$ cat config.mk
export PLATFORM = sky130hd
export DESIGN_NAME = clipped_alpha_glyph_blit
export DESIGN_NICKNAME = d
export VERILOG_FILES = /design/src/hdl/cagb_pkg.sv /design/src/hdl/cagb_blend.sv /design/src/hdl/clipped_alpha_glyph_blit.sv
export VERILOG_INCLUDE_DIRS = /design/src /design/src/hdl
export SDC_FILE = /design/constraint.sdc
export NUM_CORES = 2
export LEC_CHECK = 0
export BUFFER_PORTS_ARGS = -buffer_cell sky130_fd_sc_hd__buf_2
export CAP_MARGIN = 15
export CORE_UTILIZATION = 65
export CTS_CLUSTER_DIAMETER = 80
export DETAILED_ROUTE_END_ITERATION = 6
export PLACE_DENSITY = 0.84
export SKIP_CTS_REPAIR_TIMING = 1
export SLEW_MARGIN = 20
export SYNTH_ARGS = -nofsm -noshare
export SYNTH_HDL_FRONTEND = slang
export SYNTH_SLANG_ARGS = --single-unit
export TNS_END_PERCENT = 10
$ cat constraint.sdc
create_clock -name clk -period 7.85 [get_ports clk]
set_clock_uncertainty 0.15 [all_clocks]
set_input_delay 1.9625 -clock clk [delete_from_list [all_inputs] [get_ports clk]]
set_output_delay 1.9625 -clock clk [all_outputs]
set_load 0.005 [all_outputs]
$ cat src/hdl/clipped_alpha_glyph_blit_assert.svh
// Assertion macros shared by the glyph blitter RTL.
`ifndef CLIPPED_ALPHA_GLYPH_BLIT_ASSERT_SVH
`define CLIPPED_ALPHA_GLYPH_BLIT_ASSERT_SVH

// Same-cycle implication, checked on every rising edge outside reset.
`define CAGB_ASSERT_NOW(label, ante, cons, msg) \
    label: assert property (@(posedge clk) disable iff (!rst_n) (ante) |-> (cons)) \
        else $error(msg);

// Next-cycle implication.
`define CAGB_ASSERT_NEXT(label, ante, cons, msg) \
    label: assert property (@(posedge clk) disable iff (!rst_n) (ante) |=> (cons)) \
        else $error(msg);

`endif

$ cat src/hdl/cagb_pkg.sv
// Shared types, constants and helpers for the glyph blitter.
`default_nettype none

package cagb_pkg;

    localparam int MAX_GLYPH_SIZE = 64;
    localparam int COUNT_W        = $clog2(MAX_GLYPH_SIZE);
    localparam int SIZE_W         = 7;
    localparam int COORD_W        = 13;
    localparam int COLOR_W        = 24;
    localparam int ADDR_W         = 24;
    localparam int ALPHA_W        = 8;
    localparam int CFG_IDX_W      = 3;
    localparam int CFG_DATA_W     = 24;

    localparam logic [ALPHA_W-1:0] ALPHA_MAX = 8'hFF;

    localparam logic [COORD_W-1:0] SCREEN_W_RESET = 13'd640;
    localparam logic [COORD_W-1:0] SCREEN_H_RESET = 13'd480;
    localparam logic [COLOR_W-1:0] FORE_RESET     = 24'hFFFFFF;
    localparam logic [COLOR_W-1:0] BACK_RESET     = 24'h000000;
    localparam logic [SIZE_W-1:0]  SIZE_RESET     = 7'd1;

    typedef enum logic [CFG_IDX_W-1:0] {
        REG_GLYPH_LEFT    = 3'd0,
        REG_GLYPH_TOP     = 3'd1,
        REG_GLYPH_WIDTH   = 3'd2,
        REG_GLYPH_HEIGHT  = 3'd3,
        REG_SCREEN_WIDTH  = 3'd4,
        REG_SCREEN_HEIGHT = 3'd5,
        REG_FORE_COLOR    = 3'd6,
        REG_BACK_COLOR    = 3'd7
    } cfg_reg_t;

    // Zero counts as one, anything above the maximum saturates.
    function automatic logic [SIZE_W-1:0] clamp_size(input logic [SIZE_W-1:0] v);
        logic [SIZE_W-1:0] r;
        if (v == '0)
            r = SIZE_W'(1);
        else if (v > SIZE_W'(MAX_GLYPH_SIZE))
            r = SIZE_W'(MAX_GLYPH_SIZE);
        else
            r = v;
        return r;
    endfunction

endpackage

`default_nettype wire

$ cat src/hdl/cagb_blend.sv
// Per-channel alpha blend of foreground over background for one RGB pixel.
`default_nettype none

module cagb_blend (
    input  wire logic [cagb_pkg::ALPHA_W-1:0] alpha,
    input  wire logic [cagb_pkg::COLOR_W-1:0] fore,
    input  wire logic [cagb_pkg::COLOR_W-1:0] back,
    output logic      [cagb_pkg::COLOR_W-1:0] blended
);

    localparam int CHANNELS = cagb_pkg::COLOR_W / cagb_pkg::ALPHA_W;
    localparam int CH_W     = cagb_pkg::ALPHA_W;

    logic [CH_W-1:0] inv_alpha;

    assign inv_alpha = cagb_pkg::ALPHA_MAX - alpha;

    for (genvar c = 0; c < CHANNELS; c++) begin : g_chan
        logic [2*CH_W-1:0] fg_term;
        logic [2*CH_W-1:0] bg_term;
        logic [2*CH_W-1:0] sum;

        // Largest sum is 255*255, so 16 bits never overflow.
        assign fg_term = fore[c*CH_W +: CH_W] * alpha;
        assign bg_term = back[c*CH_W +: CH_W] * inv_alpha;
        assign sum     = fg_term + bg_term;
        assign blended[c*CH_W +: CH_W] = sum[2*CH_W-1:CH_W];
    end

endmodule

`default_nettype wire

$ cat src/hdl/clipped_alpha_glyph_blit.sv
// Top level of the clipped alpha glyph blitter.
// Coverage bytes arrive one per transfer in raster order over the glyph
// rectangle placed at (glyph_left, glyph_top). Each transfer in gives exactly
// one transfer out carrying a write flag (tuser), the linear framebuffer
// address row*screen_width+column and the blended colour, each channel
// (bg*(255-a)+fg*a)>>8. Pixels outside the framebuffer come out with the flag
// low and zero address and colour. tlast marks the final pixel of the glyph,
// after which the scan returns to the top-left corner. Throughput is one pixel
// per clock while m_tready is high; each result passes through the position
// stage and then the address-multiply/blend stage that follows it. Width
// and height of 0 act as 1, above 64 saturate to 64. Register writes leave the
// scan position alone and must be made while no pixel is in flight.
`default_nettype none

module clipped_alpha_glyph_blit (
    input  wire logic        clk,
    input  wire logic        rst_n,
    // configuration write port
    input  wire logic                              cfg_we,
    input  wire logic [cagb_pkg::CFG_IDX_W-1:0]    cfg_index,
    input  wire logic [cagb_pkg::CFG_DATA_W-1:0]   cfg_data,
    // coverage stream in
    input  wire logic        s_tvalid,
    output logic             s_tready,
    input  wire logic [7:0]  s_tdata,   // [7:0] coverage
    // pixel stream out
    output logic             m_tvalid,
    input  wire logic        m_tready,
    output logic [47:0]      m_tdata,   // [23:0] pixel_address, [47:24] pixel_color
    output logic             m_tuser,   // write_enable
    output logic             m_tlast    // last_pixel
);

    localparam int CW = cagb_pkg::COUNT_W;
    localparam int SW = cagb_pkg::SIZE_W;
    localparam int XW = cagb_pkg::COORD_W;

    // configuration registers
    logic signed [XW-1:0]             glyph_left_reg;
    logic signed [XW-1:0]             glyph_top_reg;
    logic [SW-1:0]                    glyph_width_reg;
    logic [SW-1:0]                    glyph_height_reg;
    logic [XW-1:0]                    screen_width_reg;
    logic [XW-1:0]                    screen_height_reg;
    logic [cagb_pkg::COLOR_W-1:0]     fore_color_reg;
    logic [cagb_pkg::COLOR_W-1:0]     back_color_reg;

    always_ff @(posedge clk or negedge rst_n)
    begin
        if (!rst_n)
        begin
            glyph_left_reg    <= '0;
            glyph_top_reg     <= '0;
            glyph_width_reg   <= cagb_pkg::SIZE_RESET;
            glyph_height_reg  <= cagb_pkg::SIZE_RESET;
            screen_width_reg  <= cagb_pkg::SCREEN_W_RESET;
            screen_height_reg <= cagb_pkg::SCREEN_H_RESET;
            fore_color_reg    <= cagb_pkg::FORE_RESET;
            back_color_reg    <= cagb_pkg::BACK_RESET;
        end
        else if (cfg_we)
        begin
            unique case (cagb_pkg::cfg_reg_t'(cfg_index))
                cagb_pkg::REG_GLYPH_LEFT:    glyph_left_reg    <= cfg_data[XW-1:0];
                cagb_pkg::REG_GLYPH_TOP:     glyph_top_reg     <= cfg_data[XW-1:0];
                cagb_pkg::REG_GLYPH_WIDTH:   glyph_width_reg   <= cfg_data[SW-1:0];
                cagb_pkg::REG_GLYPH_HEIGHT:  glyph_height_reg  <= cfg_data[SW-1:0];
                cagb_pkg::REG_SCREEN_WIDTH:  screen_width_reg  <= cfg_data[XW-1:0];
                cagb_pkg::REG_SCREEN_HEIGHT: screen_height_reg <= cfg_data[XW-1:0];
                cagb_pkg::REG_FORE_COLOR:    fore_color_reg    <= cfg_data;
                cagb_pkg::REG_BACK_COLOR:    back_color_reg    <= cfg_data;
            endcase
        end
    end

    // pipeline handshake: a stage moves on when the one after it is free
    logic s1_valid_reg;
    logic out_valid_reg;
    logic out_free;
    logic s_accept;

    assign out_free = !out_valid_reg || m_tready;
    assign s_tready = !s1_valid_reg || out_free;
    assign s_accept = s_tvalid && s_tready;

    // scan position inside the glyph
    logic [CW-1:0] col_reg, col_next;
    logic [CW-1:0] row_reg, row_next;
    logic [SW-1:0] w_eff, h_eff;
    logic          end_row, last_now;

    assign w_eff    = cagb_pkg::clamp_size(glyph_width_reg);
    assign h_eff    = cagb_pkg::clamp_size(glyph_height_reg);
    // a counter already past a shrunk size counts as on the last column/row
    assign end_row  = ({1'b0, col_reg} + SW'(1)) >= w_eff;
    assign last_now = end_row && (({1'b0, row_reg} + SW'(1)) >= h_eff);

    always_comb
    begin
        col_next = col_reg;
        row_next = row_reg;
        if (last_now)
        begin
            col_next = '0;
            row_next = '0;
        end
        else if (end_row)
        begin
            col_next = '0;
            row_next = row_reg + CW'(1);
        end
        else
        begin
            col_next = col_reg + CW'(1);
        end
    end

    always_ff @(posedge clk or negedge rst_n)
    begin
        if (!rst_n)
        begin
            col_reg <= '0;
            row_reg <= '0;
        end
        else if (s_accept)
        begin
            col_reg <= col_next;
            row_reg <= row_next;
        end
    end

    // destination position and clipping against the framebuffer
    logic signed [XW:0] px, py;
    logic               on_screen;

    assign px = {glyph_left_reg[XW-1], glyph_left_reg} + $signed({{(XW+1-CW){1'b0}}, col_reg});
    assign py = {glyph_top_reg[XW-1], glyph_top_reg} + $signed({{(XW+1-CW){1'b0}}, row_reg});
    assign on_screen = !px[XW] && !py[XW] &&
                       (px[XW-1:0] < screen_width_reg) && (py[XW-1:0] < screen_height_reg);

    // stage 1: position register
    logic [cagb_pkg::ALPHA_W-1:0] s1_cov_reg;
    logic [XW-1:0]                s1_px_reg, s1_py_reg;
    logic                         s1_inside_reg, s1_last_reg;

    always_ff @(posedge clk or negedge rst_n)
    begin
        if (!rst_n)
            s1_valid_reg <= 1'b0;
        else if (s_tready)
            s1_valid_reg <= s_tvalid;
    end

    always_ff @(posedge clk)
    begin
        if (s_accept)
        begin
            s1_cov_reg    <= s_tdata;
            s1_px_reg     <= px[XW-1:0];
            s1_py_reg     <= py[XW-1:0];
            s1_inside_reg <= on_screen;
            s1_last_reg   <= last_now;
        end
    end

    // stage 2: address multiply and colour blend
    logic [2*XW-1:0]              addr_full;
    logic [cagb_pkg::COLOR_W-1:0] blend_color;

    assign addr_full = (s1_py_reg * screen_width_reg) + {{XW{1'b0}}, s1_px_reg};

    cagb_blend u_blend (
        .alpha   (s1_cov_reg),
        .fore    (fore_color_reg),
        .back    (back_color_reg),
        .blended (blend_color)
    );

    logic                         out_we_reg, out_last_reg;
    logic [cagb_pkg::ADDR_W-1:0]  out_addr_reg;
    logic [cagb_pkg::COLOR_W-1:0] out_color_reg;
    logic                         s1_move;

    assign s1_move = s1_valid_reg && out_free;

    always_ff @(posedge clk or negedge rst_n)
    begin
        if (!rst_n)
            out_valid_reg <= 1'b0;
        else if (out_free)
            out_valid_reg <= s1_valid_reg;
    end

    always_ff @(posedge clk)
    begin
        if (s1_move)
        begin
            out_we_reg    <= s1_inside_reg;
            out_last_reg  <= s1_last_reg;
            out_addr_reg  <= s1_inside_reg ? addr_full[cagb_pkg::ADDR_W-1:0] : '0;
            out_color_reg <= s1_inside_reg ? blend_color : '0;
        end
    end

    assign m_tvalid = out_valid_reg;
    assign m_tdata  = {out_color_reg, out_addr_reg};
    assign m_tuser  = out_we_reg;
    assign m_tlast  = out_last_reg;

`include "clipped_alpha_glyph_blit_assert.svh"

    `CAGB_ASSERT_NOW(a_clipped_zero, m_tvalid && !m_tuser, m_tdata == '0, "clipped pixel carries data")
    `CAGB_ASSERT_NOW(a_full_stall, s1_valid_reg && m_tvalid && !m_tready, !s_tready, "accepted into full pipeline")
    `CAGB_ASSERT_NEXT(a_last_wrap, s_accept && last_now, col_reg == '0 && row_reg == '0, "scan did not wrap after last pixel")

endmodule

`default_nettype wire
# Yosys cells after proc, flatten, opt, wreduce, memory -nomap -nowiden
# Cells that the tools add are included.
# W data, S select, Z words.
[word_totals] reg_bits=214 latchBits=0 ramBits=0 mem_bits_ro=0 inputBits=40 output_inout_bits=52 elab_cells=85 mem_count=0
[classes] n_addsub=11 multipliers=7 div_mod_pow=0 magnitude_cmp=6 eq_ne=7 shift=0 mux=8 bitwise=0 reduce_logical=25
[op_table] op="$mul A8 B8 Y16" count=6
[op_table] op="$add A16 B16 Y16" count=3
[op_table] op="$add A13 B7 Y14" count=2
[op_table] op="$mux W7" count=4
[op_table] op="$lt A13 B13 Y1" count=2
[op_table] op="$add A24 B13 Y24" count=1
[op_table] op="$mul A13 B13 Y24" count=1
[op_table] op="$mux W6" count=4
[op_table] op="$reduce_and A2 Y1" count=9
[op_table] op="$add A6 B1 Y7 const B" count=2
[op_table] op="$ge A7 B7 Y1" count=2
[op_table] op="$gt A7 B7 Y1 const B" count=2
[op_table] op="$logic_not A7 Y1" count=2
[op_table] op="$add A6 B1 Y6 const B" count=2
[op_table] op="$eq A3 B3 Y1 const B" count=4
[op_table] op="$sub A8 B8 Y8 const A" count=1
[op_table] op="$eq A3 B2 Y1 const B" count=2
[op_table] op="$logic_and A1 B1 Y1" count=6
[op_table] op="$logic_not A1 Y1" count=4
[op_table] op="$eq A3 B1 Y1 const B" count=1
[op_table] op="$logic_not A3 Y1" count=1
[op_table] op="$logic_or A1 B1 Y1" count=2
[op_table] op="$reduce_bool A2 Y1" count=1

# Logic depth before layout (Yosys ltp)
[logic_depth] word_depth=7 depth_mapped=23 ltp_nobuf=21

# By module
# Synthesis repeated with hierarchy kept, for this count alone.
[hier_totals] cells_unflattened=2814 area_unflattened_um2=28096.9
[modules_own_cells] mod="clipped_alpha_glyph_blit" n_inst=1 cells_each=1386 area_each_um2=15438.6 seq_area_each_um2=5825.6
[modules_own_cells] mod="cagb_blend" n_inst=1 cells_each=1428 area_each_um2=12658.4 seq_area_each_um2=0.0

# Worst setup path before layout
# Ideal clock, no wire load.
[synth_path] kind="register to register" start="register s1_cov_reg[1] (netlist bit)" end="register out_color_reg[7] (netlist bit), data pin" setup_time_ns=0.255 arrival_time_ns=5.604 required_ns=7.445 path_slack_ns=1.842 stages_incl_launch_ff=21 path_buffers=2 synth_period_minus_slack_ns=6.008 cell_sequence="edfxtp_1 > clkbuf_1 > clkbuf_1 > nand2_1 > fa_1 > fa_1 > fa_1 > inv_1 > fa_1 > fa_1 > inv_1 > fa_1 > inv_1 > ha_1 > a21o_1 > a2bb2oi_1 > a211oi_1 > nor3_1 > a21oi_1 > xnor2_1 > and2_1"
[synth_between] elab_chain_len=3 word_cells_on_any_way=4 cone_classes="add/sub: 2; mul: 2"
[synth_lines] element="start, declared" line_no="clipped_alpha_glyph_blit.sv:142" source="logic [cagb_pkg::ALPHA_W-1:0] s1_cov_reg;"
[synth_lines] element="start signal, assigned" line_no="clipped_alpha_glyph_blit.sv:158" source="s1_cov_reg <= s_tdata;"
[synth_lines] element="$sub A8 B8 Y8" line_no="cagb_blend.sv:16" source="assign inv_alpha = cagb_pkg::ALPHA_MAX - alpha;"
[synth_lines] element="$mul A8 B8 Y16" line_no="cagb_blend.sv:25" source="assign bg_term = back[c*CH_W +: CH_W] * inv_alpha;"
[synth_lines] element="$add A16 B16 Y16 (*)" line_no="cagb_blend.sv:26" source="assign sum = fg_term + bg_term;"
[synth_lines] element="end signal, assigned" line_no="clipped_alpha_glyph_blit.sv:201" source="out_color_reg <= s1_inside_reg ? blend_color : '0;"
[synth_lines] element="end, declared" line_no="clipped_alpha_glyph_blit.sv:181" source="logic [cagb_pkg::COLOR_W-1:0] out_color_reg;"
# Every way passes the cells marked *; elsewhere a longest branch is shown, timed or not.
# A chain may end at the register's enable or synchronous reset.

# Worst setup path in the final report
[layout_path] start="register s1_cov_reg[2] (netlist bit)" end="register out_color_reg[23] (netlist bit), data pin"
# Same word-level chain as after synthesis.

==> impl_metrics.ini <==
[yosys]
yosysSeqAreaShare_pct = 20.9
avgSynthCellArea_um2 = 10.0
syn_nets = 3551
synth_edf_count = 86
synth_area_um2 = 27900
synth_cells = 2784
ys.flop_type = dfrtp_1
yosys_warnings = 0
synth-seq-cells = 214
ys_async_sr_fraction_pct = 59.8
synth_cell_types = 62

[critical_path]
worstPathRequired_ns = 8.00
reg2reg_depth = 21
worst-setup-path-type = reg -> reg
cp_max_fo = 32
reg2reg_to = out_color_reg[23]$_SDFFCE_PN0P_
endpoint_kind = flop
arrival_ns = 6.86
reg2reg_slack_ns = 1.14
critPathLaunchType = flop
r2r-start = s1_cov_reg[2]$_DFFE_PP_

[route]
dr.pass1.iters = 6
via_count = 19300
drc = 0
routed_wl_um = 61800
antenna_left = 0
avgViaCountPerCell = 5.70
wl_per_cell_um = 18.2
dr.first_iter.drc_count = 1341

[global_route]
antenna_found_initial = 0
track_usage_pct = 29.6
grt_remaining_overflow = 0
grt_pass1_wl_um = 103000
grt_pass1_vias = 21000
grt_start_max_net_pins = 77

[die]
ioPinCount = 92
start_util_pct = 66.1
rows = 75
die_width_um = 209
dieArea_um2 = 43700
die_y_um = 209
fp.coreArea_um2 = 42100

[sta]
maxSlewHeadroom_pct = 27.5
min_period_ns = 6.71
max_freq_mhz = 149
worst_pin_slew_ns = 1.09
finalHoldViolations = 0
fin_tns_setup_ns = 0
period_share_pct = 85.5
setup_viol = 0
rsz0062_at_grt = no
slew_violations = 0

[worst_hold_path]
hold_start = s1_last_reg$_DFFE_PP_
min_path_type = reg -> reg
whs_endpoint = m_tlast$_DFFE_PP_
min_path_cells = 0

[placed_design]
gp_congestion = 0.894
port_buffers = 91
dpl.hpwl_um = 48000

[clock_network]
cts_tree = done
cts.htree.levels = 1
clockBufferDepth = 3
cts_buffers = 26
clk_pin_slew_ns = 0.07
clock_latency_ns = 0.57
root_buffer = clkbuf_16
cts.sinks = 214

[job]
cap_violations = 0

[cells_and_area]
nFillCells = 2920
nets = 3602
area_growth_pct = 6.59
drive_above_1_share_pct = 10.5
post-route-util_pct = 70.5

[run_status]
status = completed
## synth_stat cells, types with 4 or more instances
| cell | instances | area [µm²] |
|---|---|---|
| o21ai_0 | 39 | 195 |
| inv_1 | 598 | 2240 |
| nand3_1 | 23 | 115 |
| a21oi_1 | 52 | 260 |
| xnor2_1 | 56 | 490 |
| nand2_1 | 229 | 860 |
| dfstp_2 | 32 | 841 |
| fa_1 | 416 | 8330 |
| o31a_1 | 4 | 35.0 |
| clkbuf_1 | 79 | 297 |
| o21ai_1 | 4 | 20.0 |
| nor2b_1 | 149 | 932 |
| a21o_1 | 17 | 128 |
| buf_1 | 4 | 15.0 |
| a211oi_1 | 10 | 75.1 |
| edfxtp_1 | 86 | 2580 |
| dfrtp_1 | 96 | 2400 |
| and2_1 | 200 | 1250 |
| o211ai_1 | 4 | 30.0 |
| o21bai_1 | 10 | 75.1 |
| o21a_1 | 7 | 52.6 |
| and3_1 | 5 | 31.3 |
| nand2b_1 | 67 | 419 |
| nor4_1 | 5 | 31.3 |
| nand4_1 | 9 | 56.3 |
| mux2_2 | 102 | 1150 |
| xor2_1 | 21 | 184 |
| ha_1 | 311 | 3890 |
| nor2_1 | 70 | 263 |
| nor3_1 | 23 | 115 |
## worst max-delay path, stage by stage (launching register included)
cell and delay (ns):
edfxtp_1 0.80, buf_4 0.48, nand2_1 0.13, fa_1 0.53
inv_1 0.05, ha_1 0.26, inv_1 0.05, fa_1 0.49
inv_1 0.06, fa_1 0.53, inv_1 0.05, fa_1 0.48
inv_1 0.05, fa_1 0.44, ha_1 0.21, a211oi_1 0.31
o21ai_1 0.17, a31oi_1 0.46, o21ai_1 0.23, o31ai_1 0.30
xnor2_1 0.16, nor2_1 0.05
## worst max-delay path by stage
| stage | start | end | slack [ns] | cells after the start |
|---|---|---|---|---|
| CTS | s1_cov_reg[4]$_DFFE_PP_ | out_color_reg[7]$_SDFFCE_PN0P_ | 1.04 | 20 |
| floorplan | s1_cov_reg[1]$_DFFE_PP_ | out_color_reg[7]$_SDFFCE_PN0P_ | 1.84 | 20 |
| global placement | s1_cov_reg[4]$_DFFE_PP_ | out_color_reg[7]$_SDFFCE_PN0P_ | 1.26 | 20 |
| detailed placement | s1_cov_reg[4]$_DFFE_PP_ | out_color_reg[7]$_SDFFCE_PN0P_ | 1.07 | 20 |
| global route | s1_cov_reg[5]$_DFFE_PP_ | out_color_reg[23]$_SDFFCE_PN0P_ | 0.77 | 17 |
| finish | s1_cov_reg[2]$_DFFE_PP_ | out_color_reg[23]$_SDFFCE_PN0P_ | 1.14 | 21 |
## area by class of cell
cell class	count	area, µm²	area share, %
multi-input combinational	1884	19500	65.6
sequential	214	5830	19.6
inverter	600	2250	7.58
clock buffer	37	743	2.50
tap	539	674	2.27
timing repair buffer	109	604	2.04
clock inverter	11	110	0.371
antenna	1	2.50	0.00843
## layout by cell type (no fill, tap or decap), types with 86 or more instances in the layout
cell type    n
inv_1      598
fa_1       416
ha_1       311
nand2_1    229
and2_1     199
nor2b_1    149
mux2_2     102
dfrtp_1     96
buf_2       90
edfxtp_1    86
## through the flow
step	cell area (µm²)	hold slack, ns	setup WS [ns]	std cells
2_1_floorplan	27900	0.250	1.84	2784
5_1_grt	29700	0.339	0.775	3394
3_5_place_dp	28800	0.282	1.07	3345
6_report	29700	0.321	1.14	3395
3_3_place_gp	28800	0.309	1.26	3345
4_1_cts	29700	0.324	1.04	3393
## cells by family after synthesis
kind of cell,share of synthesized area [%]
DFF,20.9
AOI/OAI and AO/OA,4.24
buffers and inverters,9.26
xor gates and xnor gates,2.42
muxes,4.23
adders and majority gates,43.9
and+or+nand+nor,15.1
## per-layer routing
layer  global-route usage (%)  wire length (µm)  up-vias
li1                         -                 -     8670
met1                     37.4             24800     9829
met2                     50.8             30700      676
met3                     4.48              3830      170
met4                     12.9              2450        0
met5                        0                 0        -
Power is not shown: default switching activity piles up to over one toggle a cycle in this logic, so the estimate is an artifact.
